File: src/design/mrc_pkg.sv
// ----------------------------------------------------------------------------
// mrc_pkg
// Shared types, codes and the byte-wide CRC-16 update for the Modbus RTU
// frame CRC engine.
// ----------------------------------------------------------------------------
package mrc_pkg;

    localparam logic [15:0] CRC_START = 16'hFFFF;
    localparam logic [15:0] CRC_POLY  = 16'hA001;
    localparam logic [7:0]  EXC_MASK  = 8'h80;

    localparam logic DIR_TX = 1'b0;
    localparam logic DIR_RX = 1'b1;

    localparam logic KIND_TX = 1'b0;
    localparam logic KIND_RX = 1'b1;

    localparam logic [1:0] ST_OK      = 2'd0;
    localparam logic [1:0] ST_CRC_ERR = 2'd1;
    localparam logic [1:0] ST_EXC     = 2'd2;

    localparam logic [1:0] POS_FUNC = 2'd1;
    localparam logic [1:0] POS_CODE = 2'd2;
    localparam logic [1:0] POS_SAT  = 2'd3;

    typedef struct packed {
        logic       direction;
        logic [7:0] data_byte;
        logic       last_byte;
    } t_item;

    typedef struct packed {
        logic       kind;
        logic [7:0] out_byte;
        logic [1:0] status;
        logic [7:0] exception_code;
        logic       run_end;
    } t_result;

    typedef struct packed {
        logic [1:0]        count;
        t_result [2:0]     res;
    } t_load;

    function automatic logic [15:0] crc_byte(input logic [15:0] crc_in,
                                             input logic [7:0]  b);
        logic [15:0] c;
        c = crc_in ^ {8'h00, b};
        for (int k = 0; k < 8; k++) begin
            c = c[0] ? ((c >> 1) ^ CRC_POLY) : (c >> 1);
        end
        return c;
    endfunction

endpackage

File: src/design/modbus_rtu_frame_crc_engine.sv
// ----------------------------------------------------------------------------
// modbus_rtu_frame_crc_engine
// Modbus RTU frame streamer with reflected CRC-16 (poly 0xA001, seed 0xFFFF).
//
// Input channel (i_valid/o_ready): one frame byte per beat with its
// direction and a last-byte mark. Output channel (o_valid/i_ready): one
// result per beat. A transmit byte yields itself; a last transmit byte also
// yields CRC low then CRC high. A received byte yields nothing, except the
// last one, which yields a single status (ok, crc error or exception).
// o_run_end marks the final result of each input byte.
//
// An accepted byte passes the input register, then the result register,
// before its first result shows. Throughput: one byte per cycle while
// results are taken, set by the byte-wide CRC update between the input
// register and the three-entry result register; a last transmit byte holds
// it for three output beats. The input register takes one more beat while
// a result waits. Reset: CRC reloads 0xFFFF, byte position and captured
// bytes clear, both registers empty. When the receiver stalls, results
// hold and the input side stops once its register is full.
// ----------------------------------------------------------------------------
module modbus_rtu_frame_crc_engine
    import mrc_pkg::*;
(
    input  logic       i_clk,
    input  logic       i_rst_n,
    input  logic       i_valid,
    output logic       o_ready,
    input  logic       i_direction,
    input  logic [7:0] i_data_byte,
    input  logic       i_last_byte,
    output logic       o_valid,
    input  logic       i_ready,
    output logic       o_kind,
    output logic [7:0] o_out_byte,
    output logic [1:0] o_status,
    output logic [7:0] o_exception_code,
    output logic       o_run_end
);

    t_item   in_item;
    t_item   held_item;
    logic    held;
    logic    can_load;
    logic    take;
    t_load   load;
    t_result res;

    assign in_item = '{direction: i_direction, data_byte: i_data_byte,
                       last_byte: i_last_byte};
    assign take    = held && can_load;

    mrc_in_reg u_in_reg (
        .i_clk   (i_clk),
        .i_rst_n (i_rst_n),
        .i_valid (i_valid),
        .o_ready (o_ready),
        .i_item  (in_item),
        .i_take  (take),
        .o_held  (held),
        .o_item  (held_item)
    );

    mrc_frame_core u_core (
        .i_clk   (i_clk),
        .i_rst_n (i_rst_n),
        .i_take  (take),
        .i_item  (held_item),
        .o_load  (load)
    );

    mrc_out_seq u_out (
        .i_clk      (i_clk),
        .i_rst_n    (i_rst_n),
        .i_load_en  (take),
        .i_load     (load),
        .o_can_load (can_load),
        .o_valid    (o_valid),
        .i_ready    (i_ready),
        .o_res      (res)
    );

    assign o_kind           = res.kind;
    assign o_out_byte       = res.out_byte;
    assign o_status         = res.status;
    assign o_exception_code = res.exception_code;
    assign o_run_end        = res.run_end;

endmodule

File: src/design/mrc_in_reg.sv
// ----------------------------------------------------------------------------
// mrc_in_reg
// Input register: holds one accepted beat until the frame core takes it.
// ----------------------------------------------------------------------------
module mrc_in_reg
    import mrc_pkg::*;
(
    input  logic  i_clk,
    input  logic  i_rst_n,
    input  logic  i_valid,
    output logic  o_ready,
    input  t_item i_item,
    input  logic  i_take,
    output logic  o_held,
    output t_item o_item
);

    logic  r_held;
    t_item r_item;

    assign o_ready = !r_held || i_take;
    assign o_held  = r_held;
    assign o_item  = r_item;

    always_ff @(posedge i_clk) begin
        if (!i_rst_n) begin
            r_held <= 1'b0;
        end else if (o_ready) begin
            r_held <= i_valid;
        end
    end

    always_ff @(posedge i_clk) begin
        if (o_ready && i_valid) begin
            r_item <= i_item;
        end
    end

endmodule

File: src/design/mrc_frame_core.sv
// ----------------------------------------------------------------------------
// mrc_frame_core
// Frame state and CRC update; forms the results of one byte in one pass.
// ----------------------------------------------------------------------------
module mrc_frame_core
    import mrc_pkg::*;
(
    input  logic  i_clk,
    input  logic  i_rst_n,
    input  logic  i_take,
    input  t_item i_item,
    output t_load o_load
);

    logic [15:0] r_crc;
    logic [1:0]  r_pos;
    logic [7:0]  r_func;
    logic [7:0]  r_code;

    logic [15:0] n_crc;
    logic [1:0]  n_pos;
    logic [7:0]  n_func;
    logic [7:0]  n_code;
    logic [1:0]  st;
    logic [7:0]  ec;

    always_comb begin
        n_crc  = crc_byte(r_crc, i_item.data_byte);
        n_func = (r_pos == POS_FUNC) ? i_item.data_byte : r_func;
        n_code = (r_pos == POS_CODE) ? i_item.data_byte : r_code;
        n_pos  = (r_pos == POS_SAT) ? r_pos : r_pos + 2'd1;

        st = (n_crc == 16'h0000) ? ST_OK : ST_CRC_ERR;
        ec = 8'h00;
        if ((n_func & EXC_MASK) != 8'h00) begin
            st = ST_EXC;
            ec = n_code;
        end

        o_load = '0;
        if (i_item.direction == DIR_TX) begin
            o_load.res[0].kind     = KIND_TX;
            o_load.res[0].out_byte = i_item.data_byte;
            if (!i_item.last_byte) begin
                o_load.count          = 2'd1;
                o_load.res[0].run_end = 1'b1;
            end else begin
                o_load.count           = 2'd3;
                o_load.res[1].kind     = KIND_TX;
                o_load.res[1].out_byte = n_crc[7:0];
                o_load.res[2].kind     = KIND_TX;
                o_load.res[2].out_byte = n_crc[15:8];
                o_load.res[2].run_end  = 1'b1;
            end
        end else if (i_item.last_byte) begin
            o_load.count                = 2'd1;
            o_load.res[0].kind          = KIND_RX;
            o_load.res[0].status        = st;
            o_load.res[0].exception_code = ec;
            o_load.res[0].run_end       = 1'b1;
        end
    end

    always_ff @(posedge i_clk) begin
        if (!i_rst_n) begin
            r_crc  <= CRC_START;
            r_pos  <= 2'd0;
            r_func <= 8'h00;
            r_code <= 8'h00;
        end else if (i_take) begin
            if (i_item.last_byte) begin
                r_crc  <= CRC_START;
                r_pos  <= 2'd0;
                r_func <= 8'h00;
                r_code <= 8'h00;
            end else begin
                r_crc  <= n_crc;
                r_pos  <= n_pos;
                r_func <= n_func;
                r_code <= n_code;
            end
        end
    end

endmodule

File: src/design/mrc_out_seq.sv
// ----------------------------------------------------------------------------
// mrc_out_seq
// Result register: holds up to three results and shifts them out in order.
// ----------------------------------------------------------------------------
module mrc_out_seq
    import mrc_pkg::*;
(
    input  logic    i_clk,
    input  logic    i_rst_n,
    input  logic    i_load_en,
    input  t_load   i_load,
    output logic    o_can_load,
    output logic    o_valid,
    input  logic    i_ready,
    output t_result o_res
);

    logic [1:0]    r_cnt;
    t_result [2:0] r_res;
    logic          pop;

    assign o_valid    = (r_cnt != 2'd0);
    assign pop        = o_valid && i_ready;
    assign o_can_load = (r_cnt == 2'd0) || ((r_cnt == 2'd1) && i_ready);
    assign o_res      = r_res[0];

    always_ff @(posedge i_clk) begin
        if (!i_rst_n) begin
            r_cnt <= 2'd0;
        end else if (i_load_en) begin
            r_cnt <= i_load.count;
        end else if (pop) begin
            r_cnt <= r_cnt - 2'd1;
        end
    end

    always_ff @(posedge i_clk) begin
        if (i_load_en) begin
            r_res <= i_load.res;
        end else if (pop) begin
            r_res[0] <= r_res[1];
            r_res[1] <= r_res[2];
        end
    end

endmodule

File: config.mk
export PLATFORM = sky130hd
export DESIGN_NAME = modbus_rtu_frame_crc_engine
export DESIGN_NICKNAME = d
export VERILOG_FILES = /design/src/design/mrc_pkg.sv /design/src/design/modbus_rtu_frame_crc_engine.sv /design/src/design/mrc_in_reg.sv /design/src/design/mrc_frame_core.sv /design/src/design/mrc_out_seq.sv
export SDC_FILE = /design/constraint.sdc
export NUM_CORES = 1
export LEC_CHECK = 0
export BUFFER_PORTS_ARGS = -buffer_cell sky130_fd_sc_hd__clkbuf_2
export CORE_ASPECT_RATIO = 0.9
export CORE_UTILIZATION = 53
export DETAILED_ROUTE_END_ITERATION = 10
export PLACE_DENSITY = 0.73
export SETUP_SLACK_MARGIN = 0.4
export SYNTH_ARGS = -nofsm -noshare
export SYNTH_HDL_FRONTEND = slang
export SYNTH_SLANG_ARGS = --single-unit
File: constraint.sdc
create_clock -name i_clk -period 2.1 [get_ports i_clk]
set_clock_uncertainty 0.15 [all_clocks]
set_input_delay 0.21 -clock i_clk [delete_from_list [all_inputs] [get_ports i_clk]]
set_output_delay 0.21 -clock i_clk [all_outputs]
set_load 0.02 [all_outputs]
==> flow_summary.json, run 1 <==
{
  "synth-seq-cells": 78,
  "grt_max_degree": 29,
  "wirelength_mm": 10.93,
  "std_cell_rows": 27,
  "required_ns": 2.05,
  "max_stage_delay_ns": 0.54,
  "hold_path.class": "in -> reg",
  "die_y_um": 79.30,
  "violations": "negative setup slack",
  "die_width_um": 87.89,
  "drtIter0Drc": 233,
  "tritoncts": "built",
  "p_per_area_nw_per_um2": 1003,
  "finalCritPeriodShare": 1.051,
  "clock-sinks": 78,
  "io_pins": 36,
  "ys_seq_area_frac": 0.5775,
  "numCtsBuffers": 9,
  "r2r.worst_path.cells": 5,
  "syn_inst": 300,
  "finalWorstSetupSlack_ns": -0.1081,
  "antenna_found_initial": 1,
  "crit_slowest_cell": "xnor3_2",
  "peakVddDrop_v": 0.0007212,
  "status": "finished, violations left",
  "final_core_util": 0.8248,
  "syn-cell-area_um2": 3518,
  "via_per_inst": 5.934,
  "fp.dieArea_um2": 6969,
  "ys_warn_count": 0,
  "vias": 2866,
  "max_freq_mhz": 452.9,
  "synth.distinct_cells": 41,
  "cp_max_fo": 4,
  "place_hpwl_mm": 5.239,
  "ys.flop_type": "edfxtp_1",
  "worst_pin_slew_ns": 0.4415,
  "fillers": 292,
  "layout.nets": 412,
  "wl_per_cell_um": 22.63,
  "max_slew_margin": 0.7053,
  "synth_nets": 322,
  "drv_cap": 0,
  "ctsRootBufferMaster": "clkbuf_8",
  "drc": 0,
  "finalCriticalPeriod_ns": 2.208,
  "h-tree-depth": 3,
  "start_util": 0.5630,
  "clk_latency_ns": 0.36,
  "area_growth_pct": 46.51,
  "synth_top_cells_by_count": "edfxtp_1 (47), nor2_1 (33), dfxtp_1 (31)",
  "drive_above_1_share": 0.4810,
  "grt_pass1_vias": 2403,
  "place_ws_ns": -0.03983,
  "arrival_ns": 2.16,
  "holdPathStages": 2,
  "grt_pass1_wl_mm": 12.59,
  "power_uw": 5169,
  "avgSynthCellArea_um2": 11.73,
  "clk_pin_slew_worst_paths_ns": 0.09,
  "rsz0062_at_grt": "yes",
  "track_usage": 0.2514,
  "cts_buffer_depth": 2,
  "synthTopCellsByArea": "edfxtp_1 (40%), dfxtp_1 (18%), buf_4 (3.8%), nor2_1 (3.5%), a22o_1 (3.5%)",
  "core_region_area_um2": 6250,
  "routabilityCongestion": 0.8928,
  "criticalPathCategory": "reg -> reg",
  "drv_slew": 0,
  "synthArstFlopShare": 0,
  "hold_violations": 0,
  "yosysTopAreaCellShare": 0.4011,
  "yosysMostFrequentCell": "edfxtp_1",
  "overflow": 0,
  "start_kind": "flip-flop",
  "setup_viol": 2,
  "portBuffers": 35,
  "synth_top_cell_by_area": "edfxtp_1",
  "synth_edf_count": 47,
  "endpoint_kind": "flip-flop",
  "cellLeakagePower_uw": 0.002007,
  "firstDrtPassIters": 5,
  "drtAntennaViolNets": 0,
  "cp_cell_sequence": "xor2_2 > xnor2_2 > xnor3_2 > xor2_1 > and2_1"
}
==> flip-flops by register name, summed over array words and instances, names as in the netlist <==
| register | cells |
|---|---|
| u_out.r_cnt | 2 |
| u_out.o_res | 20 |
| u_in_reg.o_item | 10 |
| u_core.r_crc | 16 |
| u_core.r_pos | 2 |
| u_core.r_code | 8 |
| u_out.r_res | 18 |
| u_in_reg.o_held | 1 |
| u_core.r_func | 1 |
==> what timing repair did <==
action	4_1_cts	5_1_grt
setup endpoints to repair	83	85
hold buffers	11	0
resized for setup	25	117
hold endpoints to repair	11	0
gates cloned	1	4
pin swaps	6	49
buffers inserted	9	20
==> report_power, final <==
part	total (uW)	leakage, uW	switching, uW	internal, uW
logic	1790	0.00118	980	815
clock network	1330	0.000113	551	779
registers	2050	0.000712	147	1900
total	5170	0.00201	1680	3490
==> layout by cell type (no fill, tap or decap), types with 4 or more instances in the layout <==
cell type      count
buf_4             33
nor3_4             4
inv_1              5
nor2_4             8
dfxtp_1           29
edfxtp_1          47
nor2_1            19
buf_12             5
nor2_2             6
buf_6             19
xnor2_2            7
o211ai_1           6
clkbuf_8           9
xnor2_1            7
ha_1               5
a22oi_2            7
a21oi_1            5
nand2_8            7
clkbuf_2          33
dlygate4sd3_1     11
mux2i_1            8
a22o_1            14
and2_1             4
nand2_1           18
==> final cells by class <==
| cell class | count | area, um^2 | area share |
|---|---|---|---|
| flip-flops and latches | 78 | 2037 | 0.3951 |
| multi-input cells | 187 | 1826 | 0.3541 |
| repair buffers | 104 | 892.1 | 0.1731 |
| clock buffers | 10 | 127.6 | 0.02476 |
| well taps | 87 | 108.9 | 0.02112 |
| clock inverters | 6 | 101.3 | 0.01966 |
| inverters | 10 | 60.06 | 0.01165 |
| diodes | 1 | 2.502 | 0.0004854 |
==> cell families after synthesis <==
group                    Yosys count  synth area share
AO/OA/AOI/OAI                     56            0.1163
buffers and inverters             39           0.06081
multiplexers                       9           0.02561
XOR/XNOR                          23           0.08001
AND/OR/NAND/NOR                   87            0.1113
adder cells (fa/ha/maj)            8           0.02845
flip-flops                        78            0.5775
==> worst max-delay path: cells and delay by family (launching register included) <==
kind             cells  cell delay (ns)
flip-flops           1             0.44
AND/OR/NAND/NOR      1             0.20
XOR/XNOR             4             1.16
==> per-stage QoR <==
step	hold WS [ns]	instance area [um^2]	TNS, ns	cells
finish	0.02774	5155	-0.1945	483
global route	0.02687	5155	-0.3388	483
CTS	0.002642	4441	0	458
detailed placement	0.2400	3896	-0.06273	421
global placement	0.2388	3896	0	421
floorplan	0.1589	3597	0	300
==> final timing paths <==
| check | start | to | slack [ns] |
|---|---|---|---|
| worst min register to register | u_out.r_res[20] | u_out.r_res[20] | 0.32 |
| worst max register to register | u_in_reg.o_item[6] | u_out.r_res[58] | -0.11 |
| worst min-delay path | i_rst_n | u_core.r_crc[9] | 0.03 |
| worst max-delay path | u_in_reg.o_item[6] | u_out.r_res[58] | -0.11 |
==> routing by layer <==
metal | global-route usage | part of all wire
met4 | 0.09672 | 0.055
met1 | 0.3203 | 0.38
met2 | 0.4085 | 0.49
met3 | 0.06549 | 0.067
met5 | 0 | 0
No activity file was read; power rests on OpenSTA's default activity.
==> run 2, diff against run 1 <==
- CORE_UTILIZATION: 53 -> 47
- HOLD_SLACK_MARGIN: default -> 0.12
- PLACE_DENSITY: 0.73 -> 0.65
==> run 2 against run 1 <==
Net effect:
- the flow now finishes without violations
- sequential cell count unchanged
- die area up 12%
- final area down 2.7%
- via count down 6.6%
- global-route usage down 1.2 points
- first-iteration DRC count up 17%
- hold slack better by 0.16 ns
- wire length down 14%
- sequential power about the same
- critical path type unchanged
- highest routed layer unchanged
==> flow_summary.json, run 2 (same netlist as run 1, synthesis figures left out) <==
{
  "drc": 0,
  "cellLeakagePower_uw": 0.001981,
  "cts_buffer_depth": 2,
  "layout_common_cells": "edfxtp_1 (47), buf_4 (34), clkbuf_2 (33), dfxtp_1 (27), nor2_1 (24)",
  "firstDrtPassIters": 5,
  "criticalPathCategory": "reg -> reg",
  "die_width_um": 93.20,
  "seq_area_um2": 2039,
  "start_kind": "flip-flop",
  "place_hpwl_mm": 5.479,
  "ctsRootBufferMaster": "clkbuf_8",
  "h-tree-depth": 3,
  "grt_pass1_vias": 2528,
  "drtIter0Drc": 272,
  "track_usage": 0.2397,
  "drv_cap": 0,
  "drv_slew": 0,
  "mostFrequentLayoutCell": "edfxtp_1",
  "start_util": 0.4922,
  "portBuffers": 35,
  "clk_pin_slew_worst_paths_ns": 0.08,
  "tritoncts": "built",
  "grt_pass1_wl_mm": 13.63,
  "p_per_area_nw_per_um2": 958.1,
  "wirelength_mm": 9.357,
  "max_freq_mhz": 479.8,
  "routabilityCongestion": 0.8839,
  "clk_latency_ns": 0.35,
  "antenna_found_initial": 0,
  "wl_per_cell_um": 19.17,
  "finalCritPeriodShare": 0.9925,
  "max_stage_delay_ns": 0.43,
  "setup_viol": 0,
  "core_region_area_um2": 7148,
  "std_cell_rows": 29,
  "hold_violations": 0,
  "final_core_util": 0.7014,
  "fin_setup_tns_ns": 0,
  "area_growth_pct": 42.50,
  "die_y_um": 84.08,
  "required_ns": 2.13,
  "grt_max_degree": 17,
  "fillers": 499,
  "holdWs_ns": 0.1862,
  "peakVddDrop_v": 0.0007703,
  "finalCriticalPeriod_ns": 2.084,
  "n_antenna_cell": 0,
  "status": "complete, no violations",
  "arrival_ns": 2.11,
  "largest_reg_flops": 20,
  "overflow": 0,
  "clock-sinks": 78,
  "via_per_inst": 5.486,
  "worst_pin_slew_ns": 0.7214,
  "numCtsBuffers": 9,
  "rsz0062_at_grt": "yes",
  "endpoint_kind": "flip-flop",
  "crit_top_cell": "xnor3_1",
  "fp.dieArea_um2": 7836,
  "drive_above_1_share": 0.4658,
  "crit_slowest_cell": "edfxtp_1",
  "cp_cell_sequence": "xnor2_2 > xnor3_1 > xnor3_2 > xnor3_1 > o31ai_2",
  "max_slew_margin": 0.5185,
  "drtAntennaViolNets": 0,
  "multiInputGateArea_um2": 1719,
  "layout.nets": 412,
  "vias": 2677,
  "hold_path.class": "in -> reg",
  "cp_max_fo": 4,
  "io_pins": 36
}
## run 2: per-stage QoR
| stage | setup slack, ns | area [um^2] | std cells | total power [uW] |
|---|---|---|---|---|
| 3_5_place_dp | 0.02555 | 3946 | 431 | 3142 |
| 5_1_grt | -0.07853 | 5014 | 488 | 5009 |
| 3_3_place_gp | 0.05074 | 3946 | 431 | 3118 |
| 6_report | 0.01565 | 5014 | 488 | 4804 |
| 4_1_cts | 0.03535 | 4586 | 477 | 4464 |
| 2_1_floorplan | 0.01580 | 3597 | 300 | 2844 |
## run 2: cell type report
class                           count  area share
Clock inverter                      6     0.01248
Clock buffer                       10     0.02546
Tap cell                           93     0.02321
Multi-Input combinational cell    186      0.3429
Inverter                           10     0.01048
Sequential cell                    78      0.4068
Timing Repair Buffer              105      0.1787
## run 2: final timing paths
kind | start | endpoint | slack (ns) | depth (start not counted)
max | u_in_reg.o_item[1] | u_out.r_res[31] | 0.02 | 5
min | i_ready | u_out.r_res[20] | 0.19 | 4
max reg2reg | u_in_reg.o_item[1] | u_out.r_res[31] | 0.02 | 5
min reg2reg | u_out.r_res[20] | u_out.r_res[20] | 0.33 | 2
## run 2: power breakdown
| part | switching [uW] | total (uW) | internal, uW |
|---|---|---|---|
| combinational | 892 | 1680 | 787 |
| sequential | 128 | 2030 | 1900 |
| clock | 551 | 1100 | 547 |
## run 2: timing repair
item                                    in CTS  in global routing
resized for setup                           38                 82
hold endpoints to repair                    20                  0
pin swaps                                   19                 29
gates cloned                                 2                  2
endpoints found under the setup margin      83                 66
buffers inserted                            16                  9
hold buffers                                12                  0
## run 2: per-layer routing
layer  vias up  global-route usage  part of all wire
li1       1241                   -                 -
met1      1334              0.3189              0.43
met2        86              0.3790              0.50
met3        16             0.05829             0.043
met4         0             0.08811             0.023
met5         -                   0                 0
## run 2: worst max-delay path, delay by kind of cell (launching register included)
kind / cells / cell delay [ns]
compound gates: 1 / 0.20
xor+xnor: 4 / 1.12
flops: 1 / 0.43
